==> src/hw/rtl/b64c_pkg.sv <==
// Base64 codec package: job word passed from front to back, alphabet mapping functions.
// No dependencies; used by every module of the codec by scoped names.
package b64c_pkg;

    localparam logic [7:0] PAD_CHAR = 8'h3D;   // '='

    // result step codes within one job
    localparam logic [1:0] DEC_STEP_BYTE = 2'd0;
    localparam logic [1:0] DEC_STEP_END  = 2'd1;
    localparam logic [1:0] ENC_STEP_LAST = 2'd3;

    // one unit of back-end work: an encode group or a decode output set
    typedef struct packed {
        logic        enc;       // 1: encode group, 0: decode
        logic [23:0] data;      // encode: 24-bit group; decode: byte in [7:0]
        logic [2:0]  nchar;     // encode: characters before padding (2..4)
        logic        has_byte;  // decode: a decoded byte is present
        logic        has_end;   // message ends with this job
    } job_t;

    typedef struct packed {
        logic       ok;
        logic [5:0] val;
    } char_val_t;

    function automatic logic [7:0] char_of(input logic [5:0] v);
        logic [7:0] c;
        if (v < 6'd26)
            c = 8'(8'h41 + {2'b00, v});
        else if (v < 6'd52)
            c = 8'(8'h61 + {2'b00, v} - 8'd26);
        else if (v < 6'd62)
            c = 8'(8'h30 + {2'b00, v} - 8'd52);
        else if (v == 6'd62)
            c = 8'h2B;
        else
            c = 8'h2F;
        return c;
    endfunction

    function automatic char_val_t value_of(input logic [7:0] c);
        char_val_t r;
        r.ok  = 1'b1;
        r.val = 6'd0;
        if (c >= 8'h41 && c <= 8'h5A)
            r.val = 6'(c - 8'h41);
        else if (c >= 8'h61 && c <= 8'h7A)
            r.val = 6'(c - 8'h61 + 8'd26);
        else if (c >= 8'h30 && c <= 8'h39)
            r.val = 6'(c - 8'h30 + 8'd52);
        else if (c == 8'h2B)
            r.val = 6'd62;
        else if (c == 8'h2F)
            r.val = 6'd63;
        else
            r.ok = 1'b0;
        return r;
    endfunction

endpackage

==> src/hw/rtl/b64c_front.sv <==
// Codec front end: takes input words and config writes, keeps message state, builds jobs.
// Depends on b64c_pkg.
module b64c_front (
    input  logic               clk,
    input  logic               rst_n,
    input  logic               in_valid,
    output logic               in_ready,
    input  logic [7:0]         in_byte,
    input  logic               in_last,
    input  logic               cfg_valid,
    output logic               cfg_ready,
    input  logic               codec_mode,
    input  logic               q_full,
    output logic               push,
    output b64c_pkg::job_t     push_job
);

    logic        mode_reg,    mode_next;
    logic [15:0] held_reg,    held_next;
    logic [1:0]  group_reg,   group_next;
    logic [5:0]  acc_reg,     acc_next;     // at most six pending bits between words
    logic [2:0]  cnt_reg,     cnt_next;     // pending bit count: 0, 2, 4 or 6
    logic        stopped_reg, stopped_next;

    logic                  accept;
    logic [1:0]            n;
    b64c_pkg::char_val_t   dv;
    logic [11:0]           acc12;
    logic [3:0]            cnt_sum;
    logic [3:0]            cnt_after;
    logic                  dec_has;
    logic [7:0]            dec_byte;

    // a cfg write takes the cycle; the input word is held off while it is offered
    assign cfg_ready = 1'b1;
    assign in_ready  = !q_full && !cfg_valid;
    assign accept    = in_valid && in_ready;

    assign n         = group_reg + 2'd1;
    assign dv        = b64c_pkg::value_of(in_byte);
    assign acc12     = {acc_reg, dv.val};
    assign cnt_sum   = {1'b0, cnt_reg} + 4'd6;
    assign dec_has   = cnt_sum >= 4'd8;
    assign cnt_after = dec_has ? cnt_sum - 4'd8 : cnt_sum;
    assign dec_byte  = 8'(acc12 >> cnt_after);

    always_comb
    begin
        mode_next    = mode_reg;
        held_next    = held_reg;
        group_next   = group_reg;
        acc_next     = acc_reg;
        cnt_next     = cnt_reg;
        stopped_next = stopped_reg;
        push         = 1'b0;
        push_job     = '0;
        priority if (cfg_valid)
        begin
            mode_next    = codec_mode;
            held_next    = '0;
            group_next   = '0;
            acc_next     = '0;
            cnt_next     = '0;
            stopped_next = 1'b0;
        end
        else if (accept && !mode_reg)
        begin
            if (n != 2'd3 && !in_last)
            begin
                held_next  = {held_reg[7:0], in_byte};
                group_next = n;
            end
            else
            begin
                push             = 1'b1;
                push_job.enc     = 1'b1;
                push_job.nchar   = {1'b0, n} + 3'd1;
                push_job.has_end = in_last;
                unique case (n)
                    2'd1:    push_job.data = {in_byte, 16'h0000};
                    2'd2:    push_job.data = {held_reg[7:0], in_byte, 8'h00};
                    default: push_job.data = {held_reg, in_byte};
                endcase
                held_next  = '0;
                group_next = '0;
            end
        end
        else if (accept && mode_reg)
        begin
            if (!stopped_reg)
            begin
                if (!dv.ok)
                    stopped_next = 1'b1;
                else
                begin
                    acc_next = acc12[5:0];
                    cnt_next = cnt_after[2:0];
                end
            end
            push_job.enc      = 1'b0;
            push_job.has_byte = !stopped_reg && dv.ok && dec_has;
            push_job.data     = {16'h0000, dec_byte};
            push_job.has_end  = in_last;
            push              = push_job.has_byte || in_last;
            if (in_last)
            begin
                acc_next     = '0;
                cnt_next     = '0;
                stopped_next = 1'b0;
            end
        end
        else
        begin
            // idle cycle: state holds
        end
    end

    always_ff @(posedge clk or negedge rst_n)
    begin
        if (!rst_n)
        begin
            mode_reg    <= 1'b0;
            held_reg    <= '0;
            group_reg   <= '0;
            acc_reg     <= '0;
            cnt_reg     <= '0;
            stopped_reg <= 1'b0;
        end
        else
        begin
            mode_reg    <= mode_next;
            held_reg    <= held_next;
            group_reg   <= group_next;
            acc_reg     <= acc_next;
            cnt_reg     <= cnt_next;
            stopped_reg <= stopped_next;
        end
    end

endmodule

==> src/hw/rtl/b64c_queue.sv <==
// Small job FIFO between codec front and back end.
// Depends on b64c_pkg for the job type.
module b64c_queue #(
    parameter int DEPTH = 4
) (
    input  logic               clk,
    input  logic               rst_n,
    input  logic               push,
    input  b64c_pkg::job_t     push_job,
    output logic               full,
    input  logic               pop,
    output logic               head_valid,
    output b64c_pkg::job_t     head_job
);

    localparam int PTR_W = (DEPTH > 1) ? $clog2(DEPTH) : 1;
    localparam int CNT_W = $clog2(DEPTH + 1);
    localparam logic [PTR_W-1:0] PTR_LAST = PTR_W'(DEPTH - 1);
    localparam logic [CNT_W-1:0] CNT_FULL = CNT_W'(DEPTH);

    b64c_pkg::job_t   mem_reg [DEPTH];
    logic [PTR_W-1:0] wr_ptr_reg, wr_ptr_next;
    logic [PTR_W-1:0] rd_ptr_reg, rd_ptr_next;
    logic [CNT_W-1:0] count_reg,  count_next;

    assign full       = count_reg == CNT_FULL;
    assign head_valid = count_reg != '0;
    assign head_job   = mem_reg[rd_ptr_reg];

    always_comb
    begin
        wr_ptr_next = wr_ptr_reg;
        rd_ptr_next = rd_ptr_reg;
        count_next  = count_reg;
        if (push)
            wr_ptr_next = (wr_ptr_reg == PTR_LAST) ? '0 : wr_ptr_reg + 1'b1;
        if (pop)
            rd_ptr_next = (rd_ptr_reg == PTR_LAST) ? '0 : rd_ptr_reg + 1'b1;
        if (push && !pop)
            count_next = count_reg + 1'b1;
        else if (pop && !push)
            count_next = count_reg - 1'b1;
    end

    always_ff @(posedge clk or negedge rst_n)
    begin
        if (!rst_n)
        begin
            wr_ptr_reg <= '0;
            rd_ptr_reg <= '0;
            count_reg  <= '0;
        end
        else
        begin
            wr_ptr_reg <= wr_ptr_next;
            rd_ptr_reg <= rd_ptr_next;
            count_reg  <= count_next;
        end
    end

    always_ff @(posedge clk)
    begin
        if (push)
            mem_reg[wr_ptr_reg] <= push_job;
    end

`ifndef SYNTHESIS
    a_no_overflow: assert property (@(posedge clk) disable iff (!rst_n)
        push |-> (!full || pop))
        else $error("job queue written while full");
`endif

endmodule

==> src/hw/rtl/b64c_back.sv <==
// Codec back end: turns a job into result words in an output register, one per unstalled cycle.
// Depends on b64c_pkg.
module b64c_back (
    input  logic               clk,
    input  logic               rst_n,
    input  logic               q_valid,
    input  b64c_pkg::job_t     q_job,
    output logic               pop,
    output logic               res_valid,
    input  logic               res_ready,
    output logic [7:0]         out_byte,
    output logic               out_valid,
    output logic               run_last,
    output logic               msg_end
);

    b64c_pkg::job_t job_reg;
    logic           job_valid_reg, job_valid_next;
    logic [1:0]     step_reg,      step_next;
    logic           ov_reg,        ov_next;
    logic [7:0]     byte_reg;
    logic           oval_reg;
    logic           rl_reg;
    logic           me_reg;

    logic       load;
    logic       job_done;
    logic [5:0] sextet;
    logic [7:0] r_byte;
    logic       r_valid;
    logic       r_me;

    always_comb
    begin
        unique case (step_reg)
            2'd0:    sextet = job_reg.data[23:18];
            2'd1:    sextet = job_reg.data[17:12];
            2'd2:    sextet = job_reg.data[11:6];
            default: sextet = job_reg.data[5:0];
        endcase
        if (job_reg.enc)
        begin
            r_byte   = ({1'b0, step_reg} < job_reg.nchar) ? b64c_pkg::char_of(sextet)
                                                          : b64c_pkg::PAD_CHAR;
            r_valid  = 1'b1;
            job_done = step_reg == b64c_pkg::ENC_STEP_LAST;
            r_me     = job_done && job_reg.has_end;
        end
        else if (step_reg == b64c_pkg::DEC_STEP_BYTE)
        begin
            r_byte   = job_reg.data[7:0];
            r_valid  = 1'b1;
            job_done = !job_reg.has_end;
            r_me     = 1'b0;
        end
        else
        begin
            r_byte   = 8'h00;   // bare end marker
            r_valid  = 1'b0;
            job_done = 1'b1;
            r_me     = 1'b1;
        end
    end

    assign load = job_valid_reg && (!ov_reg || res_ready);
    assign pop  = q_valid && (!job_valid_reg || (load && job_done));

    always_comb
    begin
        job_valid_next = job_valid_reg;
        step_next      = step_reg;
        ov_next        = ov_reg;
        if (load)
        begin
            ov_next   = 1'b1;
            step_next = step_reg + 2'd1;
            if (job_done)
                job_valid_next = 1'b0;
        end
        else if (ov_reg && res_ready)
            ov_next = 1'b0;
        if (pop)
        begin
            job_valid_next = 1'b1;
            step_next      = (!q_job.enc && !q_job.has_byte) ? b64c_pkg::DEC_STEP_END
                                                             : b64c_pkg::DEC_STEP_BYTE;
        end
    end

    always_ff @(posedge clk or negedge rst_n)
    begin
        if (!rst_n)
        begin
            job_valid_reg <= 1'b0;
            step_reg      <= '0;
            ov_reg        <= 1'b0;
        end
        else
        begin
            job_valid_reg <= job_valid_next;
            step_reg      <= step_next;
            ov_reg        <= ov_next;
        end
    end

    always_ff @(posedge clk)
    begin
        if (pop)
            job_reg <= q_job;
        if (load)
        begin
            byte_reg <= r_byte;
            oval_reg <= r_valid;
            rl_reg   <= job_done;
            me_reg   <= r_me;
        end
    end

    assign res_valid = ov_reg;
    assign out_byte  = byte_reg;
    assign out_valid = oval_reg;
    assign run_last  = rl_reg;
    assign msg_end   = me_reg;

`ifndef SYNTHESIS
    a_dec_step_range: assert property (@(posedge clk) disable iff (!rst_n)
        (job_valid_reg && !job_reg.enc) |->
            (step_reg == b64c_pkg::DEC_STEP_BYTE || step_reg == b64c_pkg::DEC_STEP_END))
        else $error("decode job stepped past its end marker");
`endif

endmodule

==> src/hw/rtl/base64_stream_codec_unit.sv <==
// Base64 stream codec top level: front end, job queue and back end.
// Depends on b64c_pkg, b64c_front, b64c_queue, b64c_back.
//
//  channel | valid     | ready     | word carried
//  --------+-----------+-----------+--------------------------------------------
//  in      | in_valid  | in_ready  | in_byte, in_last
//  cfg     | cfg_valid | cfg_ready | codec_mode (0 encode, 1 decode)
//  result  | res_valid | res_ready | out_byte, out_valid, run_last, msg_end
//
//  Input words are taken one per cycle while the job queue has room and no cfg write
//  is offered; the front end updates message state the same cycle and queues a job
//  for any word with results. The back end puts one result word per cycle into the
//  output register while res_ready keeps up; encode yields four result words per group
//  of up to three input words, decode at most one per word (two for the word that ends
//  a message with a pending byte).
//  Reset clears mode (encode), message state, queue and res_valid; no clearing pass.
//  A stalled result side backs up into the queue and then drops in_ready.
//  A cfg write clears message state; cfg_ready is always high, and in_ready is low
//  in a cycle where a cfg write is offered.
module base64_stream_codec_unit #(
    parameter int QUEUE_DEPTH = 4
) (
    input  logic       clk,
    input  logic       rst_n,
    input  logic       in_valid,
    output logic       in_ready,
    input  logic [7:0] in_byte,
    input  logic       in_last,
    input  logic       cfg_valid,
    output logic       cfg_ready,
    input  logic       codec_mode,
    output logic       res_valid,
    input  logic       res_ready,
    output logic [7:0] out_byte,
    output logic       out_valid,
    output logic       run_last,
    output logic       msg_end
);

    // front -> queue
    logic               push;
    b64c_pkg::job_t     push_job;
    logic               q_full;
    // queue -> back
    logic               pop;
    logic               q_valid;
    b64c_pkg::job_t     q_job;

    b64c_front u_front (
        .clk       (clk),
        .rst_n     (rst_n),
        .in_valid  (in_valid),
        .in_ready  (in_ready),
        .in_byte   (in_byte),
        .in_last   (in_last),
        .cfg_valid (cfg_valid),
        .cfg_ready (cfg_ready),
        .codec_mode(codec_mode),
        .q_full    (q_full),
        .push      (push),
        .push_job  (push_job)
    );

    b64c_queue #(
        .DEPTH(QUEUE_DEPTH)
    ) u_queue (
        .clk       (clk),
        .rst_n     (rst_n),
        .push      (push),
        .push_job  (push_job),
        .full      (q_full),
        .pop       (pop),
        .head_valid(q_valid),
        .head_job  (q_job)
    );

    b64c_back u_back (
        .clk       (clk),
        .rst_n     (rst_n),
        .q_valid   (q_valid),
        .q_job     (q_job),
        .pop       (pop),
        .res_valid (res_valid),
        .res_ready (res_ready),
        .out_byte  (out_byte),
        .out_valid (out_valid),
        .run_last  (run_last),
        .msg_end   (msg_end)
    );

`ifndef SYNTHESIS
    // message end always closes the current run of results
    a_end_closes_run: assert property (@(posedge clk) disable iff (!rst_n)
        (res_valid && msg_end) |-> run_last)
        else $error("msg_end without run_last");

    // a bare marker only ever appears as the end of a message, with a zero byte
    a_marker_shape: assert property (@(posedge clk) disable iff (!rst_n)
        (res_valid && !out_valid) |-> (msg_end && run_last && out_byte == 8'h00))
        else $error("malformed end marker");
`endif

endmodule
==> config.mk <==
export PLATFORM = sky130hd
export DESIGN_NAME = base64_stream_codec_unit
export DESIGN_NICKNAME = d
export VERILOG_FILES = /design/src/hw/rtl/b64c_pkg.sv /design/src/hw/rtl/b64c_front.sv /design/src/hw/rtl/b64c_queue.sv /design/src/hw/rtl/b64c_back.sv /design/src/hw/rtl/base64_stream_codec_unit.sv
export SDC_FILE = /design/constraint.sdc
export NUM_CORES = 1
export LEC_CHECK = 0
export BUFFER_PORTS_ARGS = -buffer_cell sky130_fd_sc_hd__buf_2
export CAP_MARGIN = 25
export CELL_PAD_IN_SITES_DETAIL_PLACEMENT = 1
export CELL_PAD_IN_SITES_GLOBAL_PLACEMENT = 1
export CORE_UTILIZATION = 52
export DETAILED_ROUTE_END_ITERATION = 12
export PLACE_DENSITY = 0.86
export SYNTH_ARGS = -nofsm -noshare
export SYNTH_HDL_FRONTEND = slang
export SYNTH_SLANG_ARGS = --single-unit
==> constraint.sdc <==
create_clock -name clk -period 5.2 [get_ports clk]
set_clock_uncertainty 0.15 [all_clocks]
set_input_delay 0.52 -clock clk [delete_from_list [all_inputs] [get_ports clk]]
set_output_delay 0.52 -clock clk [all_outputs]
set_load 0.01 [all_outputs]
; Word-level counts from Yosys, hierarchy flattened
; Memories as Yosys holds them, arrays and structs flattened.
; Index checks and enable logic that the tools add are counted.
; Widths: inputs -> output; s select.
[word_totals]
output_inout_bits = 14
wordCells = 187
memories = 1
register_bits = 80
input_bits = 15
ram_bits = 120
[classes]
n_shift = 1
n_reduce_logical = 45
magnitude_cmp = 11
addsub = 19
n_eq_ne = 14
muxes = 76
[memory_table]
columns = name, words, word_bits, rd, rd_clocked_by_memory_dff, write_ports, line_no
row1 = u_queue.mem_reg, 4, 30, 1, 0, 1, b64c_queue.sv:21  ; b64c_pkg::job_t mem_reg [DEPTH];
[ops]
columns = op, count
row1 = $mux 6, 11
row2 = $mux 8, 7
row3 = $mux 16, 3
row4 = $pmux 24 s2, 1
row5 = $mux 1, 31
row6 = $mux 3, 10
row7 = $mux 30, 1
row8 = $mux 28, 1
row9 = $mux 25, 1
row10 = $logic_and 1x1->1, 18
row11 = $pmux 6 s3, 1
row12 = $add 7x6->8 const A, 2
row13 = $eq 8x6->1 const B, 2
row14 = $ge 8x7->1 const B, 2
row15 = $le 8x7->1 const B, 2
row16 = $mux 2, 8
row17 = $logic_not 1->1, 12
row18 = $lt 6x6->1 const B, 2
row19 = $reduce_bool 2->1, 6
row20 = $shr 12x4->8, 1
row21 = $sub 6x6->6 const B, 2
row22 = $eq 2x2->1 const B, 5
row23 = $add 2x1->2 const B, 4
row24 = $ge 8x6->1 const B, 1
row25 = 26 further kinds, 32

; Logic depth before layout (Yosys ltp)
[depth]
depth_word = 16
depth_mapped = 14
ltp_nobuf = 13

; Hierarchy
; A second synthesis with hierarchy kept.
[hier_totals]
cells_unflattened = 654
hier_area_um2 = 9387.8
[by_module_without_submodules]
columns = mod, cells_each, n_inst, area_per_inst_um2, seq_area_each_um2
row1 = b64c_queue, 194, 1, 4785.8, 3778.6
row2 = b64c_front, 283, 1, 2416.1, 700.7
row3 = b64c_back, 177, 1, 2185.8, 1301.2

; Worst setup path after synthesis
; Ideal clock, no wire load.
[synth_path]
path_type = register to register
startpoint = register u_back.step_reg[0]
endpoint = register u_queue.count_reg[1]
arrival_ns = 4.057
slack_ns = 0.868
n_path_buf = 1
stages_incl_launch_ff = 13
required_time_ns = 4.925
setup_ns = 0.125
period_less_slack_ns = 4.332
cell_sequence = dfrtp_1 inv_1 ha_1 buf_2 nor2b_1 a22oi_1 nand2_1 a21oi_1 inv_1 ha_1 inv_1 fa_1 mux2_2
[synth_via]
elab_chain_cells = 9
word_cells_on_any_way = 12
cone_classes = eq/ne (1) / mux (3) / reduce/logical (8)
[synth_rtl]
columns = element, line_no
row1 = "start, declared", b64c_back.sv:19  ; logic [1:0] step_reg, step_next;
row2 = "start signal, assigned", b64c_back.sv:101  ; step_reg <= step_next;
row3 = $logic_not 2->1, b64c_back.sv:49  ; else if (step_reg == b64c_pkg::DEC_STEP_BYTE)
row4 = $mux 1, b64c_back.sv:49
row5 = $mux 1 *, b64c_back.sv:41  ; if (job_reg.enc)
row6 = via u_back.job_done, b64c_back.sv:27  ; logic job_done;
row7 = $logic_and 1x1->1 *, b64c_back.sv:66  ; assign pop = q_valid && (!job_valid_reg || (load && job_done));
row8 = $logic_or 1x1->1 *, b64c_back.sv:66
row9 = $logic_and 1x1->1 *, b64c_back.sv:66
row10 = via pop, base64_stream_codec_unit.sv:45  ; logic pop;
row11 = $logic_not 1->1 *, b64c_queue.sv:39  ; if (push && !pop)
row12 = $logic_and 1x1->1 *, b64c_queue.sv:39
row13 = $mux 3 *, b64c_queue.sv:39
row14 = via u_queue.count_next[1], b64c_queue.sv:24  ; logic [CNT_W-1:0] count_reg, count_next;
row15 = "end signal, assigned", b64c_queue.sv:57  ; count_reg <= count_next;
row16 = "end, declared", b64c_queue.sv:24
; Mark *: on every way through the listed nets, which the timed path passes. The rest lies on a longest branch.
; A chain may end at the register's enable or synchronous reset.

; Worst setup path after layout
[layout_path]
startpoint = register u_back.step_reg[1]
endpoint = register u_back.byte_reg[3] (netlist: u_back.out_byte[3]) (data pin)
[layout_via]
elab_chain_cells = 9
word_cells_on_any_way = 19
cone_classes = add/sub (5) / order compare (4) / eq/ne (2) / mux (7) / reduce/logical (1)
[layout_rtl]
columns = element, line_no
row1 = $eq 2x2->1 (tied with other cells), b64c_back.sv:35  ; unique case (step_reg)
row2 = $pmux 6 s3, b64c_back.sv:35
row3 = $add 6x6->7, b64c_pkg.sv:33  ; c = 8'(8'h30 + {2'b00, v} - 8'd52);
row4 = $sub 8x6->8, b64c_pkg.sv:33
row5 = $mux 8, b64c_pkg.sv:32  ; else if (v < 6'd62)
row6 = $mux 8, b64c_pkg.sv:30  ; else if (v < 6'd52)
row7 = $mux 8, b64c_pkg.sv:28  ; if (v < 6'd26)
row8 = $mux 8, b64c_back.sv:43  ; r_byte = ({1'b0, step_reg} < job_reg.nchar) ? b64c_pkg::char_of(sextet)
row9 = $mux 8 *, b64c_back.sv:41
row10 = via u_back.r_byte[3], b64c_back.sv:29  ; logic [7:0] r_byte;
row11 = "end signal, assigned", b64c_back.sv:112  ; byte_reg <= r_byte;
row12 = "end, declared", b64c_back.sv:21  ; logic [7:0] byte_reg;
; Marked as above.

==> flow_metrics.tcl <==
set metrics [dict create \
    multiInputGateArea_mm2 0.00333 \
    num-nets-final 741 \
    drt_first_pass_iters 5 \
    start_kind "flip-flop" \
    cts_made_buffers 17 \
    yosys.area_share.simple 0.0856 \
    cts_tree "done" \
    clkSinkCount 199 \
    clkTransAtPathRegs_ns 0.07 \
    die-area_mm2 0.0185 \
    grt_max_degree 40 \
    final_cell_count_no_fill 929 \
    tns_ns 0 \
    io_buffers 27 \
    p_leak_nw 3.81 \
    hold_start "codec_mode" \
    synth_fp_nets 713 \
    cts_resized 0 \
    area_delta_synth_final_pct 10.2 \
    drt-wirelength-per-cell_um 23.7 \
    track_usage 0.257 \
    dpl.hpwl_um 14900 \
    die_width_um 136 \
    die_h_um 136 \
    synth-async-reset-ratio 0.196 \
    fin_crit_ns 3.96 \
    grt_overflow 0 \
    clk_path_buf_depth 2 \
    cts_root_buffer "clkbuf_16" \
    rsz0062_at_grt "false" \
    hold_violations 0 \
    core_area_mm2 0.0174 \
    synth-main-ff-cell "edfxtp_1" \
    grt_pass1_vias 6140 \
    clkLatencyLatePin_ns 0.43 \
    slew_violations 0 \
    synthesis.area_mm2 0.00936 \
    post-cts-setup-buffers 0 \
    period_share 0.761 \
    ys_seq_area_frac 0.618 \
    slew_headroom 0.381 \
    crit_path_max_incr_delay_ns 0.56 \
    grt_pass1_wl_um 34700 \
    largest_reg_flops 120 \
    cp_cell_sequence "inv_1, ha_1, a222oi_1, mux2i_1, inv_1, ha_1, nand2_1, a211o_1, and3_1, o21ai_0, a22oi_1, o22ai_1" \
    reg2reg_from "u_back.step_reg[1]" \
    status "finished clean" \
    p_total_mw 5.15 \
    drv_cap 0 \
    n_fill_cell 1692 \
    cp-end-kind "flip-flop" \
    dp.cells 895 \
    diodes 0 \
    critPathKind "flip-flop to flip-flop" \
    vias 5844 \
    hold_ws_ns 0.167 \
    yosysWarningCount 0 \
    synth-xor-area-share 0.00749 \
    clock.fmax_ghz 0.253 \
    htree_levels 4 \
    cts_hold_buffers 0 \
    crit_required_ns 5.21 \
    route.detailed.drc 0 \
    antenna_found_initial 0 \
    irDropWorstVdd_v 0.000346 \
    drt_iter0_markers 355 \
    avgSynthCellArea_um2 14.1 \
    ys_ff_latch 199 \
    crit_arrival_ns 3.97 \
    start_util 0.537 \
    drt-vias-per-instance 6.29 \
    design_area_mm2 0.0103 \
    seq_area_mm2 0.00578 \
    wirelength_um 22000 \
    crit_fanout 13 \
    synthCells 663 \
    synth_cell_type_count 73 \
    drive_gt1_frac 0.182 \
    placed_area_mm2 0.00974 \
    setup_viol 0 \
    synthMuxAreaShare 0.0919 \
    yosys.area_share.adder 0.0476 \
    cp-startpoint "u_back.step_reg[1]" \
    synth_top_family_by_area "compound AO/OA/AOI/OAI gates" \
    critPathSlowestCell "mux2i_1" \
    core.rowCount 48 \
    synth_compound_area_frac 0.121 \
    worst_pin_slew_ns 0.921 \
    ant_nets 0 \
    holdCritPathClass "primary input to flip-flop" \
    power.density_mw_per_mm2 500 \
    ioPinCount 29 \
    synth_edf_count 160 \
    gp_congestion 0.857 \
]
## metal layers
| metal | GRT usage | vias to the layer above | share of wire |
|---|---|---|---|
| met3 | 0.0451 | 36 | 0.034 |
| met2 | 0.437 | 170 | 0.51 |
| met4 | 0.0846 | 0 | 0.022 |
| met1 | 0.334 | 3017 | 0.43 |
| li1 | - | 2621 | - |
| met5 | 0 | - | 0 |
## metrics by stage
stage | worst slack [ns] | utilization
2_1_floorplan | 0.868 | -
3_3_place_gp | 1.27 | 0.559
3_5_place_dp | 1.10 | 0.559
4_1_cts | 1.32 | 0.590
5_1_grt | 1.00 | 0.592
6_report | 1.24 | 0.592
## cell usage in the layout (no fill, tap or decap), drive strengths merged, types with 3 or more instances in the layout
| cell type | netlist | final |
|---|---|---|
| o31ai | 7 | 7 |
| a222oi | 6 | 6 |
| mux2i | 6 | 6 |
| clkbuf | 19 | 21 |
| nand2 | 45 | 45 |
| a22o | 12 | 12 |
| a211o | 6 | 6 |
| xor2 | 3 | 3 |
| ha | 34 | 34 |
| nand2b | 11 | 11 |
| o41ai | 6 | 6 |
| mux4 | 30 | 30 |
| nand3 | 14 | 14 |
| clkinv | 1 | 5 |
| a21oi | 46 | 46 |
| nor2 | 31 | 31 |
| nor3b | 10 | 10 |
| o21ai | 20 | 20 |
| a211oi | 3 | 3 |
| buf | 13 | 40 |
| nor2b | 9 | 9 |
| xnor2 | 5 | 5 |
| edfxtp | 160 | 160 |
| and3 | 5 | 5 |
| and2 | 8 | 8 |
| a2111oi | 5 | 5 |
| dfrtp | 39 | 39 |
| nor3 | 14 | 14 |
| inv | 31 | 35 |
| a22oi | 13 | 13 |
| a31oi | 5 | 5 |
| mux2 | 11 | 11 |
## kinds of logic (layout without fill, tap and decap cells)
group	count (synthesis)	after routing
compound gates	153	153
xor+xnor	8	8
fa+ha+maj	35	35
buf+inv	64	105
flops	199	199
mux	47	47
other cells	1	1
simple gates	156	156
## Yosys cell counts, types with 4 or more instances
cell type	number	area, um2
a2111oi_0	5	43.8
a211o_1	6	52.6
a21oi_1	44	220
a222oi_1	6	60.1
a22o_1	12	105
a22oi_1	13	97.6
a31oi_1	5	31.3
and2_1	8	50.1
and3_1	5	31.3
buf_1	5	18.8
buf_2	6	30.0
clkbuf_1	19	71.3
dfrtp_1	39	976
edfxtp_1	160	4800
ha_1	34	425
inv_1	27	101
inv_2	4	15.0
mux2_2	8	90.1
mux2i_1	6	60.1
mux4_2	30	676
nand2_1	45	169
nand2b_1	11	68.8
nand3_1	14	70.1
nor2_1	30	113
nor2b_1	9	56.3
nor3_1	13	65.1
nor3b_1	9	67.6
o21ai_0	16	80.1
o31ai_1	6	45.0
o41ai_2	4	65.1
xnor2_1	5	43.8
## final timing paths
check                      cells past startpoint  slack (ns)                  end
setup / recovery                              12        1.24   u_back.out_byte[3]
hold / removal                                 2        0.17     u_front.mode_reg
setup reg to reg                              12        1.24   u_back.out_byte[3]
hold reg to reg                                2        0.34  u_front.held_reg[9]
max in group asynchronous                      3        4.15   u_front.cnt_reg[2]
min in group asynchronous                      2        0.30     u_back.res_valid
## worst max-delay path, delay by kind of cell, from the launching register on
kind | cells | cell delay (ns)
and+or+nand+nor | 2 | 0.53
adders and majority gates | 2 | 0.75
DFF | 1 | 0.43
buffers and inverters | 2 | 0.39
AOI/OAI and AO/OA | 5 | 0.87
muxes | 1 | 0.56
## final cells by class
| type | count | area share |
|---|---|---|
| clock buffer | 21 | 0.0427 |
| timing repair buffer | 41 | 0.0248 |
| tap | 225 | 0.0273 |
| multi-input combinational | 400 | 0.323 |
| clock inverter | 11 | 0.00959 |
| sequential | 199 | 0.561 |
| inverter | 32 | 0.0117 |
## where the power goes
part,switching [mW],internal (mW),total (mW)
Combinational,1.09,0.672,1.76
Sequential,0.127,2.03,2.15
Clock,0.572,0.663,1.23
No activity file was read; power rests on OpenSTA's default activity.
